$ cat src/hw/rtl/pnid_pkg.sv
`default_nettype none

package pnid_pkg;

   localparam int LANES      = 16;
   localparam int LANE_IDX_W = 4;
   localparam int CODE_W     = 4;
   localparam int WORD_W     = LANES * CODE_W;
   localparam int POS_W      = 13;
   localparam int START_W    = 16;
   localparam int LEN_W      = 17;
   localparam int CNT_W      = 17;
   localparam int POP_W      = 5;
   localparam int DATA_W     = 32;
   localparam int ADDR_W     = 3;

   localparam logic [CODE_W-1:0] GAP_CODE = 4'hF;
   localparam logic [CNT_W-1:0]  ACC_MAX  = 17'h1FFFF;
   localparam logic [CNT_W-1:0]  FRAC_ONE = 17'h10000;

   // register select is paddr bit 2
   localparam logic REG_START  = 1'b0;
   localparam logic REG_LENGTH = 1'b1;

   typedef logic [CNT_W-1:0] count_type;

   typedef struct packed {
      logic compared;
      logic match;
   } lane_flags_type;

   typedef struct packed {
      logic      done;
      count_type match_total;
      count_type compared_total;
   } run_type;

   typedef struct packed {
      count_type match_total;
      count_type compared_total;
      count_type identity_fraction;
   } result_type;

endpackage

`default_nettype wire

$ cat src/hw/rtl/pnid_if.sv
`default_nettype none

interface pnid_req_if;
   logic                         valid;
   logic                         ready;
   logic [pnid_pkg::WORD_W-1:0]  word_a;
   logic [pnid_pkg::WORD_W-1:0]  word_b;
   logic                         last_word;

   modport source (output valid, output word_a, output word_b, output last_word,
                   input ready);
   modport sink   (input valid, input word_a, input word_b, input last_word,
                   output ready);
endinterface

interface pnid_rsp_if;
   logic                        valid;
   logic                        ready;
   logic [pnid_pkg::CNT_W-1:0]  match_total;
   logic [pnid_pkg::CNT_W-1:0]  compared_total;
   logic [pnid_pkg::CNT_W-1:0]  identity_fraction;

   modport source (output valid, output match_total, output compared_total,
                   output identity_fraction, input ready);
   modport sink   (input valid, input match_total, input compared_total,
                   input identity_fraction, output ready);
endinterface

`default_nettype wire

$ cat src/hw/rtl/pnid_lane.sv
`default_nettype none

module pnid_lane (
   input  logic [pnid_pkg::CODE_W-1:0]  code_a,
   input  logic [pnid_pkg::CODE_W-1:0]  code_b,
   input  logic [pnid_pkg::LEN_W-1:0]   position,
   input  logic [pnid_pkg::START_W-1:0] start_pos,
   input  logic [pnid_pkg::LEN_W-1:0]   limit,
   output pnid_pkg::lane_flags_type     flags
);

   logic in_range;
   logic both_gap;

   always_comb begin
      in_range = (position >= pnid_pkg::LEN_W'(start_pos)) && (position < limit);
      both_gap = (code_a == pnid_pkg::GAP_CODE) && (code_b == pnid_pkg::GAP_CODE);
      flags.compared = in_range && !both_gap;
      flags.match    = in_range && !both_gap && (code_a == code_b);
   end

endmodule

`default_nettype wire

$ cat src/hw/rtl/pnid_merge.sv
`default_nettype none

module pnid_merge (
   input  logic                                       clock,
   input  logic                                       reset,
   input  logic                                       clear,
   input  logic                                       in_valid,
   input  logic                                       in_last,
   input  pnid_pkg::lane_flags_type [pnid_pkg::LANES-1:0] flags,
   output pnid_pkg::run_type                          run
);

   logic [pnid_pkg::CNT_W-1:0] match_acc_ff, match_acc_in;
   logic [pnid_pkg::CNT_W-1:0] comp_acc_ff,  comp_acc_in;
   logic [pnid_pkg::POP_W-1:0] pop_match, pop_comp;
   logic [pnid_pkg::CNT_W:0]   sum_match, sum_comp;
   logic [pnid_pkg::CNT_W-1:0] sat_match, sat_comp;

   always_comb begin
      pop_match = '0;
      pop_comp  = '0;
      for (int i = 0; i < pnid_pkg::LANES; i++) begin
         pop_match = pop_match + pnid_pkg::POP_W'(flags[i].match);
         pop_comp  = pop_comp  + pnid_pkg::POP_W'(flags[i].compared);
      end
      sum_match = {1'b0, match_acc_ff} + (pnid_pkg::CNT_W+1)'(pop_match);
      sum_comp  = {1'b0, comp_acc_ff}  + (pnid_pkg::CNT_W+1)'(pop_comp);
      sat_match = sum_match[pnid_pkg::CNT_W] ? pnid_pkg::ACC_MAX
                                             : sum_match[pnid_pkg::CNT_W-1:0];
      sat_comp  = sum_comp[pnid_pkg::CNT_W]  ? pnid_pkg::ACC_MAX
                                             : sum_comp[pnid_pkg::CNT_W-1:0];

      match_acc_in = match_acc_ff;
      comp_acc_in  = comp_acc_ff;
      if (clear) begin
         match_acc_in = '0;
         comp_acc_in  = '0;
      end else if (in_valid) begin
         // a last word hands its totals off and starts a fresh run
         match_acc_in = in_last ? '0 : sat_match;
         comp_acc_in  = in_last ? '0 : sat_comp;
      end

      run.done           = in_valid && in_last;
      run.match_total    = sat_match;
      run.compared_total = sat_comp;
   end

   always_ff @(posedge clock) begin
      if (reset) begin
         match_acc_ff <= '0;
         comp_acc_ff  <= '0;
      end else begin
         match_acc_ff <= match_acc_in;
         comp_acc_ff  <= comp_acc_in;
      end
   end

endmodule

`default_nettype wire

$ cat src/hw/rtl/pnid_div.sv
`default_nettype none

module pnid_div (
   input  logic                 clock,
   input  logic                 reset,
   input  pnid_pkg::run_type    run,
   input  logic                 take,
   output logic                 busy,
   output logic                 result_valid,
   output pnid_pkg::result_type result
);

   localparam int STEP_W = $clog2(pnid_pkg::CNT_W + 1);

   localparam logic [1:0] ST_IDLE = 2'd0;
   localparam logic [1:0] ST_RUN  = 2'd1;
   localparam logic [1:0] ST_HOLD = 2'd2;

   logic [1:0]                 state_ff, state_in;
   logic [STEP_W-1:0]          cnt_ff, cnt_in;
   logic [pnid_pkg::CNT_W:0]   rem_ff, rem_in;
   logic [pnid_pkg::CNT_W-1:0] den_ff, den_in;
   logic [pnid_pkg::CNT_W-1:0] quo_ff, quo_in;
   logic [pnid_pkg::CNT_W-1:0] match_ff, match_in;
   logic                       ge;
   logic [pnid_pkg::CNT_W:0]   diff;

   // restoring division of match * 2^16 by compared, one quotient bit a cycle;
   // match never exceeds compared, so the remainder after each step stays below the divisor
   always_comb begin
      ge   = rem_ff >= {1'b0, den_ff};
      diff = ge ? (rem_ff - {1'b0, den_ff}) : rem_ff;

      state_in = state_ff;
      cnt_in   = cnt_ff;
      rem_in   = rem_ff;
      den_in   = den_ff;
      quo_in   = quo_ff;
      match_in = match_ff;

      unique case (state_ff)
         ST_IDLE: begin
            if (run.done) begin
               rem_in   = {1'b0, run.match_total};
               den_in   = run.compared_total;
               match_in = run.match_total;
               quo_in   = '0;
               cnt_in   = STEP_W'(pnid_pkg::CNT_W);
               state_in = ST_RUN;
            end
         end
         ST_RUN: begin
            quo_in = {quo_ff[pnid_pkg::CNT_W-2:0], ge};
            rem_in = {diff[pnid_pkg::CNT_W-1:0], 1'b0};
            cnt_in = cnt_ff - 1'b1;
            if (cnt_ff == STEP_W'(1)) begin
               state_in = ST_HOLD;
            end
         end
         ST_HOLD: begin
            if (take) begin
               state_in = ST_IDLE;
            end
         end
         default: begin
            state_in = ST_IDLE;
         end
      endcase
   end

   always_ff @(posedge clock) begin
      if (reset) begin
         state_ff <= ST_IDLE;
         cnt_ff   <= '0;
      end else begin
         state_ff <= state_in;
         cnt_ff   <= cnt_in;
      end
   end

   always_ff @(posedge clock) begin
      rem_ff   <= rem_in;
      den_ff   <= den_in;
      quo_ff   <= quo_in;
      match_ff <= match_in;
   end

   always_comb begin
      busy                     = state_ff != ST_IDLE;
      result_valid             = state_ff == ST_HOLD;
      result.match_total       = match_ff;
      result.compared_total    = den_ff;
      result.identity_fraction = (den_ff == '0) ? '0 : quo_ff;
   end

endmodule

`default_nettype wire

$ cat src/hw/rtl/packed_nucleotide_identity_unit.sv
// After the edge that takes its last word, a result passes through the lane register,
// the divider load, 17 divider steps and the output register before it is offered.
// Throughput: one word per cycle inside a run; after a last word the input
// stalls until the 17-step serial divider has handed its result to the output
// register.
// Reset (synchronous, active high) clears both registers, the accumulators,
// the word position and all valid flags.
`default_nettype none

module packed_nucleotide_identity_unit #(
   parameter int MAX_LENGTH = 65536
) (
   input  logic                          clock,
   input  logic                          reset,
   pnid_req_if.sink                      req_chan,
   pnid_rsp_if.source                    rsp_chan,
   input  logic                          psel,
   input  logic                          penable,
   input  logic                          pwrite,
   input  logic [pnid_pkg::ADDR_W-1:0]   paddr,
   input  logic [pnid_pkg::DATA_W-1:0]   pwdata,
   output logic [pnid_pkg::DATA_W-1:0]   prdata,
   output logic                          pready
);

   logic [pnid_pkg::START_W-1:0] start_ff, start_in;
   logic [pnid_pkg::LEN_W-1:0]   len_ff, len_in;
   logic [pnid_pkg::POS_W-1:0]   wp_ff, wp_in;
   logic [pnid_pkg::LEN_W-1:0]   limit;
   logic                         cfg_write;
   logic                         reg_sel;
   logic                         req_accept;

   pnid_pkg::lane_flags_type [pnid_pkg::LANES-1:0] lane_flags;
   pnid_pkg::lane_flags_type [pnid_pkg::LANES-1:0] s1_flags_ff;
   logic                         s1_valid_ff;
   logic                         s1_last_ff;

   pnid_pkg::run_type            run;
   pnid_pkg::result_type         div_result;
   logic                         div_busy;
   logic                         div_result_valid;
   logic                         take;

   logic                         rsp_valid_ff, rsp_valid_in;
   pnid_pkg::result_type         rsp_data_ff;

   // ---- configuration ----
   assign pready    = 1'b1;
   assign cfg_write = psel && penable && pwrite;
   assign reg_sel   = paddr[pnid_pkg::ADDR_W-1];

   always_comb begin
      start_in = start_ff;
      len_in   = len_ff;
      if (cfg_write) begin
         unique case (reg_sel)
            pnid_pkg::REG_START:  start_in = pwdata[pnid_pkg::START_W-1:0];
            pnid_pkg::REG_LENGTH: len_in   = pwdata[pnid_pkg::LEN_W-1:0];
            default: begin
               start_in = start_ff;
            end
         endcase
      end
   end

   always_comb begin
      unique case (reg_sel)
         pnid_pkg::REG_START:  prdata = pnid_pkg::DATA_W'(start_ff);
         pnid_pkg::REG_LENGTH: prdata = pnid_pkg::DATA_W'(len_ff);
         default:              prdata = '0;
      endcase
   end

   assign limit = (int'(len_ff) > MAX_LENGTH) ? pnid_pkg::LEN_W'(MAX_LENGTH) : len_ff;

   // ---- input side and word position ----
   assign req_chan.ready = !div_busy && !(s1_valid_ff && s1_last_ff);
   assign req_accept     = req_chan.valid && req_chan.ready;

   always_comb begin
      wp_in = wp_ff;
      if (cfg_write) begin
         wp_in = pnid_pkg::POS_W'(start_in[pnid_pkg::START_W-1:pnid_pkg::LANE_IDX_W]);
      end else if (req_accept) begin
         wp_in = req_chan.last_word
               ? pnid_pkg::POS_W'(start_ff[pnid_pkg::START_W-1:pnid_pkg::LANE_IDX_W])
               : wp_ff + 1'b1;
      end
   end

   always_ff @(posedge clock) begin
      if (reset) begin
         start_ff <= '0;
         len_ff   <= '0;
         wp_ff    <= '0;
      end else begin
         start_ff <= start_in;
         len_ff   <= len_in;
         wp_ff    <= wp_in;
      end
   end

   // ---- lanes: one nibble position each ----
   for (genvar i = 0; i < pnid_pkg::LANES; i++) begin : g_lane
      pnid_lane u_lane (
         .code_a    (req_chan.word_a[i*pnid_pkg::CODE_W +: pnid_pkg::CODE_W]),
         .code_b    (req_chan.word_b[i*pnid_pkg::CODE_W +: pnid_pkg::CODE_W]),
         .position  ({wp_ff, pnid_pkg::LANE_IDX_W'(i)}),
         .start_pos (start_ff),
         .limit     (limit),
         .flags     (lane_flags[i])
      );
   end

   always_ff @(posedge clock) begin
      if (reset) begin
         s1_valid_ff <= 1'b0;
         s1_last_ff  <= 1'b0;
         s1_flags_ff <= '0;
      end else begin
         s1_valid_ff <= req_accept;
         if (req_accept) begin
            s1_last_ff  <= req_chan.last_word;
            s1_flags_ff <= lane_flags;
         end
      end
   end

   // ---- merge and divide ----
   pnid_merge u_merge (
      .clock    (clock),
      .reset    (reset),
      .clear    (cfg_write),
      .in_valid (s1_valid_ff),
      .in_last  (s1_last_ff),
      .flags    (s1_flags_ff),
      .run      (run)
   );

   pnid_div u_div (
      .clock        (clock),
      .reset        (reset),
      .run          (run),
      .take         (take),
      .busy         (div_busy),
      .result_valid (div_result_valid),
      .result       (div_result)
   );

   // ---- output register ----
   assign take = div_result_valid && (!rsp_valid_ff || rsp_chan.ready);

   always_comb begin
      rsp_valid_in = rsp_valid_ff;
      if (take) begin
         rsp_valid_in = 1'b1;
      end else if (rsp_chan.ready) begin
         rsp_valid_in = 1'b0;
      end
   end

   always_ff @(posedge clock) begin
      if (reset) begin
         rsp_valid_ff <= 1'b0;
      end else begin
         rsp_valid_ff <= rsp_valid_in;
      end
   end

   always_ff @(posedge clock) begin
      if (take) begin
         rsp_data_ff <= div_result;
      end
   end

   assign rsp_chan.valid             = rsp_valid_ff;
   assign rsp_chan.match_total       = rsp_data_ff.match_total;
   assign rsp_chan.compared_total    = rsp_data_ff.compared_total;
   assign rsp_chan.identity_fraction = rsp_data_ff.identity_fraction;

   // ---- checks ----
   a_no_word_while_dividing: assert property (@(posedge clock) disable iff (reset)
      req_accept |-> !div_busy)
      else $error("word taken while divider busy");

   a_match_le_compared: assert property (@(posedge clock) disable iff (reset)
      run.match_total <= run.compared_total)
      else $error("match count above compared count");

   a_fraction_range: assert property (@(posedge clock) disable iff (reset)
      rsp_valid_ff |-> (rsp_data_ff.identity_fraction <= pnid_pkg::FRAC_ONE))
      else $error("identity fraction above one");

   a_cfg_restarts_run: assert property (@(posedge clock) disable iff (reset)
      cfg_write |=>
         (wp_ff == pnid_pkg::POS_W'(start_ff[pnid_pkg::START_W-1:pnid_pkg::LANE_IDX_W])))
      else $error("register write did not reload word position");

endmodule

`default_nettype wire

$ cat src/flat_wrapper.sv
// flat-port wrapper written by rule: the top's interface ports become plain ports
module packed_nucleotide_identity_unit_flat 
#(
   parameter int MAX_LENGTH = 65536
)
  (clock, reset, psel, penable, pwrite, paddr, pwdata, prdata, pready, req_chan_valid, req_chan_word_a, req_chan_word_b, req_chan_last_word, req_chan_ready, rsp_chan_valid, rsp_chan_match_total, rsp_chan_compared_total, rsp_chan_identity_fraction, rsp_chan_ready);
  pnid_req_if req_chan_i ();
  pnid_rsp_if rsp_chan_i ();
  input  logic clock;
  input  logic reset;
  input  logic psel;
  input  logic penable;
  input  logic pwrite;
  input  logic [pnid_pkg::ADDR_W-1:0] paddr;
  input  logic [pnid_pkg::DATA_W-1:0] pwdata;
  output logic [pnid_pkg::DATA_W-1:0] prdata;
  output logic pready;
  input wire logic [$bits(req_chan_i.valid)-1:0] req_chan_valid;
  input wire logic [$bits(req_chan_i.word_a)-1:0] req_chan_word_a;
  input wire logic [$bits(req_chan_i.word_b)-1:0] req_chan_word_b;
  input wire logic [$bits(req_chan_i.last_word)-1:0] req_chan_last_word;
  output wire logic [$bits(req_chan_i.ready)-1:0] req_chan_ready;
  output wire logic [$bits(rsp_chan_i.valid)-1:0] rsp_chan_valid;
  output wire logic [$bits(rsp_chan_i.match_total)-1:0] rsp_chan_match_total;
  output wire logic [$bits(rsp_chan_i.compared_total)-1:0] rsp_chan_compared_total;
  output wire logic [$bits(rsp_chan_i.identity_fraction)-1:0] rsp_chan_identity_fraction;
  input wire logic [$bits(rsp_chan_i.ready)-1:0] rsp_chan_ready;
  assign req_chan_i.valid = req_chan_valid;
  assign req_chan_i.word_a = req_chan_word_a;
  assign req_chan_i.word_b = req_chan_word_b;
  assign req_chan_i.last_word = req_chan_last_word;
  assign req_chan_ready = req_chan_i.ready;
  assign rsp_chan_valid = rsp_chan_i.valid;
  assign rsp_chan_match_total = rsp_chan_i.match_total;
  assign rsp_chan_compared_total = rsp_chan_i.compared_total;
  assign rsp_chan_identity_fraction = rsp_chan_i.identity_fraction;
  assign rsp_chan_i.ready = rsp_chan_ready;
  packed_nucleotide_identity_unit #(.MAX_LENGTH(MAX_LENGTH)) u_core (.clock(clock), .reset(reset), .req_chan(req_chan_i), .rsp_chan(rsp_chan_i), .psel(psel), .penable(penable), .pwrite(pwrite), .paddr(paddr), .pwdata(pwdata), .prdata(prdata), .pready(pready));
endmodule
$ cat config.mk
export PLATFORM = sky130hd
export DESIGN_NAME = packed_nucleotide_identity_unit_flat
export DESIGN_NICKNAME = d
export VERILOG_FILES = /design/src/hw/rtl/pnid_pkg.sv /design/src/hw/rtl/pnid_if.sv /design/src/hw/rtl/pnid_lane.sv /design/src/hw/rtl/pnid_merge.sv /design/src/hw/rtl/pnid_div.sv /design/src/hw/rtl/packed_nucleotide_identity_unit.sv /design/src/flat_wrapper.sv
export SDC_FILE = /design/constraint.sdc
export NUM_CORES = 1
export LEC_CHECK = 0
export BUFFER_PORTS_ARGS = -buffer_cell sky130_fd_sc_hd__buf_2
export CORE_MARGIN = 2
export CORE_UTILIZATION = 50
export CTS_CLUSTER_DIAMETER = 100
export DETAILED_ROUTE_END_ITERATION = 8
export PLACE_DENSITY_LB_ADDON = 0.08
export SKIP_CTS_REPAIR_TIMING = 1
export SLEW_MARGIN = 20
export SYNTH_ARGS = -nofsm -noshare
export SYNTH_HDL_FRONTEND = slang
export SYNTH_SLANG_ARGS = --single-unit
export TNS_END_PERCENT = 10
$ cat constraint.sdc
create_clock -name clock -period 12.3 [get_ports clock]
set_input_delay 1.845 -clock clock [delete_from_list [all_inputs] [get_ports clock]]
set_output_delay 1.845 -clock clock [all_outputs]
set_load 0.01 [all_outputs]
# Word-level counts from Yosys, hierarchy flattened
# Cells that the tools add are included.
dict set report totals {
  register_bits 242
  in_bits 171
  output_inout_bits 86
  elab_cells 301
}
dict set report classes {
  n_addsub 35
  order_cmp 34
  eq_ne 54
  muxes 24
  n_bitwise 1
  n_reduce_logical 102
}
# cell count
set op_table {}
lappend op_table {{17-bit by 16-bit greater-or-equal comparator with 1-bit output} 16}
lappend op_table {{17-bit less-than comparator} 16}
lappend op_table {{4-bit equality test, second input constant} 32}
lappend op_table {{17-bit two-way mux} 7}
lappend op_table {{5-bit by 1-bit adder with 5-bit output} 22}
lappend op_table {{1-bit logical AND} 70}
lappend op_table {{4-bit equality test} 16}
lappend op_table {{32-bit case mux with 2 select lines} 1}
lappend op_table {{17-bit by 5-bit adder with 18-bit output} 2}
lappend op_table {{18-bit case mux with 2 select lines} 1}
lappend op_table {{17-bit case mux with 2 select lines} 1}
lappend op_table {{16-bit two-way mux} 2}
lappend op_table {{12-bit two-way mux} 2}
lappend op_table {{1-bit logical NOT} 19}
lappend op_table {{18-bit by 17-bit greater-or-equal comparator with 1-bit output} 1}
lappend op_table {{18-bit two-way mux} 1}
lappend op_table {{17-bit greater-than comparator, second input constant} 1}
lappend op_table {{17-bit logical NOT} 1}
lappend op_table {{17-bit subtractor} 1}
lappend op_table {{13-bit by 1-bit adder with 13-bit output, second input constant} 1}
lappend op_table {{13-bit two-way mux} 1}
lappend op_table {{4-bit by 1-bit adder with 5-bit output} 2}
lappend op_table {{5-bit case mux with 2 select lines} 1}
lappend op_table {{3-bit by 1-bit adder with 4-bit output} 2}
lappend op_table {{other kinds (19)} 31}

# Logic depth before layout (Yosys ltp)
dict set report depth {
  ltp_word 19
  depth_mapped 17
  ltp_nobuf 16
}

# Modules after synthesis
# Synthesis repeated with hierarchy kept, for this count alone.
dict set report hier_totals {
  hier_cells 3240
  area_unflattened_um2 26960.9
}
# mod instances cells_per_inst area_per_inst_um2 seq_area_each_um2
set modules_own_cells {}
lappend modules_own_cells {{pnid_lane (u_core.g_lane[0].u_lane ...)} 15 119 869.6 0.0}
lappend modules_own_cells {packed_nucleotide_identity_unit 1 546 5396.4 3153.0}
lappend modules_own_cells {pnid_div 1 375 4087.7 2212.1}
lappend modules_own_cells {pnid_merge 1 412 3514.6 680.7}
lappend modules_own_cells {{pnid_lane (u_core.g_lane[15].u_lane)} 1 122 918.4 0.0}

# Worst setup path before layout
# OpenSTA, ideal clock, no wires.
dict set report synth_path {
  path_type {input to output}
  startpoint {in paddr[2] in the netlist's numbering}
  endpoint {out prdata[0] in the netlist's numbering}
  arrival_ns 3.180
  required_time_ns 10.455
  slack_ns 7.275
  stages 4
  path_buffers 3
  path_cell_list {clkbuf_1 buf_1 clkbuf_1 mux2_2}
}
dict set report synth_between {
  elab_chain_cells 2
}
# item line
set synth_rtl {}
lappend synth_rtl {{start: declaration} flat_wrapper.sv:14} ;# input logic [pnid_pkg::ADDR_W-1:0] paddr;
lappend synth_rtl {{1-bit NOT} packed_nucleotide_identity_unit.sv:68} ;# unique case (reg_sel)
lappend synth_rtl {{32-bit case mux with 2 select lines (*)} packed_nucleotide_identity_unit.sv:68}
lappend synth_rtl {{end: declaration} flat_wrapper.sv:16} ;# output logic [pnid_pkg::DATA_W-1:0] prdata;
# Mark *: on every way between the ends. The rest lies on a longest branch, timed or not. The select of a mux whose other input is x is not followed.

# Final worst setup path
dict set report layout_path {
  startpoint {reg u_core.s1_flags_ff[8] in the netlist's numbering}
  endpoint {reg u_core.u_div.rem_ff[16] in the netlist's numbering (data pin)}
}
dict set report layout_between {
  elab_chain_cells 16
}
# item line
set layout_rtl {}
lappend layout_rtl {{start: declaration} packed_nucleotide_identity_unit.sv:35} ;# pnid_pkg::lane_flags_type [pnid_pkg::LANES-1:0] s1_flags_ff;
lappend layout_rtl {{start signal: assignment} packed_nucleotide_identity_unit.sv:125} ;# s1_flags_ff <= lane_flags;
lappend layout_rtl {{4-bit by 1-bit adder with 5-bit output} pnid_merge.sv:23} ;# pop_match = pop_match + pnid_pkg::POP_W'(flags[i].match);
lappend layout_rtl {{5-bit by 1-bit adder with 5-bit output (11 in a row)} pnid_merge.sv:23}
lappend layout_rtl {{17-bit by 5-bit adder with 18-bit output} pnid_merge.sv:26} ;# sum_match = {1'b0, match_acc_ff} + (pnid_pkg::CNT_W+1)'(pop_match);
lappend layout_rtl {{17-bit two-way mux} pnid_merge.sv:28} ;# sat_match = sum_match[pnid_pkg::CNT_W] ? pnid_pkg::ACC_MAX
lappend layout_rtl {{18-bit two-way mux} pnid_div.sv:43} ;# if (run.done) begin
lappend layout_rtl {{18-bit case mux with 2 select lines} pnid_div.sv:41} ;# unique case (state_ff)
lappend layout_rtl {{named net u_core.u_div.rem_in, one bit} pnid_div.sv:21} ;# logic [pnid_pkg::CNT_W:0] rem_ff, rem_in;
lappend layout_rtl {{end signal: assignment} pnid_div.sv:82} ;# rem_ff <= rem_in;
lappend layout_rtl {{end: declaration} pnid_div.sv:21}
# The timed path passes the listed nets, and every way through them passes these cells. The select of a mux whose other input is x is not followed.
# A chain may end at the register's enable or synchronous reset.

==> run metrics <==
top fanout value on the critical path 8; proportion of synthesized chip area in sequential cells 42.72%; boundary pin count 257; count of cell instances traversed by the critical path 14; cell class contributing the biggest share of worst-path delay adder cells; DIE WIDTH 172.2 um; last element of the critical path u_core.u_div.rem_ff[16]; share of cells above drive strength 1 18.53%; die height 172.2 um; All-Layer GR Usage 23.77%; number of buffers between clock root and the deepest sink 3; FP Rows 61; Worst EP arrival 5.43 ns; cell with the most instances after synthesis sky130_fd_sc_hd__nand2_1; RSZ-0062 raised after global routing false; clock tree from TritonCTS done; Setup Crit Path Kind reg2reg; met1 WL 16030 um; number of global-route vias before repair 11050; antenna violations before repair 0; biggest cell delay along the critical path 0.57 ns; outcome finished clean; main combinational cell family by area after synthesis simple AND/OR/NAND/NOR gates; Finished Cell Area 16420 um^2; share of total power in sequential cells 44.3%; wire length of the first global-routing pass 56240 um; clk root buf sky130_fd_sc_hd__clkbuf_16; switching power total 0.0005469 W; xor/xnor cell area share of the yosys netlist 5.446%; cell mode on critical path sky130_fd_sc_hd__fa_1; Met3 Wirelength 1687 um; Async SR Flop Fraction 0%; Most used DFF post-synth sky130_fd_sc_hd__dfxtp_1; deepest level of the CTS H-tree 1; number of DRC markers in iteration 0 822; Detail Route met2 WL 17360 um; static leakage power 6.731 nW; post-synthesis to final-layout area growth 16.04%; share of cell area taken by muxes after synthesis 2.369%; power density normalized to cell area 122.7 nW/um^2; cell at the slowest stage of the critical path sky130_fd_sc_hd__fa_1; final net count 1992; number of I/O port buffers 223; share of Yosys cell area claimed by the top area cell type 25.46%; startpoint class of the critical path flip-flop; max-cap violation count 0; hold crit path type reg2reg; beginning of the worst register-to-register path u_core.s1_flags_ff[8]; effective utilization at floorplan 50.81%; Post-synth EDFFs 120; maximum vdd ir drop 0.1038 mV; Worst Setup End Kind flip-flop; cells traversed along the worst timing path inv_1 > fa_1 > fa_1 > fa_1 > fa_1 > fa_1 > fa_1 > nor2b_1 > o21ai_0 > a21boi_1 > o211ai_1 > mux2i_1 > o22a_1 > o21ai_0; cell internal pwr 0.001468 W; aggregate global routing overflow 0; Residual DRC 0; wire length after detailed routing 35830 um; main area contributors after synthesis sky130_fd_sc_hd__edfxtp_1 (25%), sky130_fd_sc_hd__dfxtp_1 (17%), sky130_fd_sc_hd__ha_1 (5.6%), sky130_fd_sc_hd__nand2_1 (5.2%), sky130_fd_sc_hd__a21oi_1 (3.7%); top cells by instance count after synthesis sky130_fd_sc_hd__nand2_1 (195), sky130_fd_sc_hd__dfxtp_1 (122), sky130_fd_sc_hd__edfxtp_1 (120); r2r endpoint u_core.u_div.rem_ff[16]; final setup vio count 0; max frequency 194.3 MHz; total buffers and inverters traversed by the critical path 1; wire per inst 16.80 um; Critical Path Source u_core.s1_flags_ff[8]; headroom to the max-slew limit 29.67%; Synth warnings 0; final number of max-transition violations 0; gate count after technology mapping 1537; library cells used by synthesis 74; post-route core utilization 58.95%; adder and majority gate portion of the synthesized area 9.105%; cell area after synthesis 14150 um^2; Clock Latency Late Sink 0.56 ns; Worst-Margin Slew 1.055 ns; Clk network pwr share 40.0%; Post-Place Cell Area 15530 um^2; number of antenna-violating nets in the routed design 0; count of inserted antenna diode cells 0; mean post-synth cell area 9.209 um^2; pin count of the biggest net entering global routing 61; Logic pwr share 15.6%; required time at the worst-slack endpoint 12.58 ns; worst clock skew 0.02801 ns; final-layout worst hold slack 0.4174 ns; Worst Reg-to-Reg Cells 14; setup_tns 0 ns; GP Congestion 0.8739; mean number of vias per cell 5.541; topmost layer with routed signal wires met4; Clock Pin Slew Worst Setup and Hold Paths 0.06 ns; total die area 29670 um^2; clock period minus final worst setup slack 5.146 ns; Yosys top cell by area sky130_fd_sc_hd__edfxtp_1; simple-gate share of the synthesized area 17.93%; FF-to-FF setup slack 7.15 ns; final hold vios 0; total of flip-flops plus latches after synthesis 242; post-route clock period utilization 41.84%; number of buffers created by CTS 27; DR pass1 iterations 6; total of fill cells in the finished design 2510; total via count in the routed design 11810; post-detail-place hpwl 26530 um; compound-gate portion of the synthesized area 16.67%; final total power 0.002015 W; clock sink count 242; core box area 27860 um^2; switching power as a share of total power 27.14%
## routing by layer
metal  vias up  global-route usage (%)
li1       5850                       -
met1      5559                   31.83
met2       346                   41.28
met3        59                   2.747
met4         0                   5.627
met5         -                       0
## cells by family (layout without fill, tap and decap cells)
| kind of cell | count (synthesis) | count (layout) |
|---|---|---|
| other | 2 | 16 |
| DFF | 242 | 242 |
| AOI/OAI and AO/OA | 363 | 363 |
| buffers and inverters | 193 | 396 |
| xor gates and xnor gates | 88 | 88 |
| muxes | 31 | 31 |
| and+or+nand+nor | 530 | 530 |
| adders and majority gates | 88 | 88 |
## worst register-to-register path, cell delays in order (launching register included)
cell                       delay [ns]
sky130_fd_sc_hd__dfxtp_1         0.33
sky130_fd_sc_hd__inv_1           0.06
sky130_fd_sc_hd__fa_1            0.57
sky130_fd_sc_hd__fa_1            0.44
sky130_fd_sc_hd__fa_1            0.53
sky130_fd_sc_hd__fa_1            0.43
sky130_fd_sc_hd__fa_1            0.42
sky130_fd_sc_hd__fa_1            0.40
sky130_fd_sc_hd__nor2b_1         0.15
sky130_fd_sc_hd__o21ai_0         0.14
sky130_fd_sc_hd__a21boi_1        0.53
sky130_fd_sc_hd__o211ai_1        0.17
sky130_fd_sc_hd__mux2i_1         0.43
sky130_fd_sc_hd__o22a_1          0.23
sky130_fd_sc_hd__o21ai_0         0.07
## sequential cells by signal (all words and copies together), names as in the netlist
register and flops:
u_core.s1_flags_ff 32, u_core.u_div.rem_ff 18, u_core.len_ff 17, u_core.rsp_chan.compared_total 17, u_core.rsp_chan.identity_fraction 17, u_core.rsp_chan.match_total 17, u_core.u_div.den_ff 17, u_core.u_div.match_ff 17
u_core.u_div.quo_ff 17, u_core.u_merge.comp_acc_ff 17, u_core.u_merge.match_acc_ff 17, u_core.start_ff 16, u_core.wp_ff 13, u_core.u_div.cnt_ff 5, u_core.u_div.state_ff 2, u_core.rsp_chan.valid 1
u_core.s1_last_ff 1, u_core.s1_valid_ff 1
## through the flow
stage / cells / setup slack, ns
4_1_cts: 2132 / 7.150
2_1_floorplan: 1551 / 7.275
6_report: 2132 / 7.154
3_3_place_gp: 2082 / 7.161
3_5_place_dp: 2082 / 7.133
5_1_grt: 2132 / 6.767
## power by group through the flow
stage	combinational [W]	sequential (W)	clock [W]
after floorplan	0.000225	0.000901	0
after global placement	0.000307	0.000910	0
after detailed placement	0.000315	0.000910	0
after CTS	0.000317	0.000893	0.000824
after global routing	0.000359	0.000896	0.000853
final	0.000315	0.000893	0.000807
## layout make-up
type | count | area (um^2) | area share [%]
clock buffers | 34 | 764.5 | 4.655
clock inverters | 16 | 130.1 | 0.7923
inverters | 110 | 412.9 | 2.514
multi-input cells | 1116 | 7383 | 44.96
flip-flops and latches | 242 | 6046 | 36.81
well taps | 378 | 473.0 | 2.880
repair buffers | 236 | 1214 | 7.390
## layout by cell type, fill, tap and decap left out, drive strengths merged, types with 6 or more instances in the layout
cell and instances:
clkinv 11, fa 25, edfxtp 120, a21o 19
o21ai 74, o211ai 10, nor3 24, mux2 14
a22o 20, and3 7, o21a 15, nor2b 40
nand4 56, inv 112, a31oi 20, nand3 38
and2 29, clkbuf 34, dfxtp 122, nor2 97
xnor2 51, buf 236, conb 16, nand2 195
nand2b 11, a21oi 108, o22ai 18, nor4 15
a31o 6, a211oi 25, xor2 37, mux2i 17
ha 63
## worst min path at each step
stage	endpoint	cells past startpoint	startpoint	slack (ns)
finish	u_core.rsp_chan.match_total[13]	0	u_core.u_div.match_ff[13]	0.42
floorplan	u_core.rsp_chan.match_total[0]	0	u_core.u_div.match_ff[0]	0.40
global placement	u_core.rsp_chan.match_total[8]	0	u_core.u_div.match_ff[8]	0.40
detailed placement	u_core.rsp_chan.match_total[11]	0	u_core.u_div.match_ff[11]	0.40
global route	u_core.rsp_chan.match_total[1]	0	u_core.u_div.match_ff[1]	0.42
CTS	u_core.rsp_chan.match_total[8]	0	u_core.u_div.match_ff[8]	0.42
(Power assumes the default switching activity.)
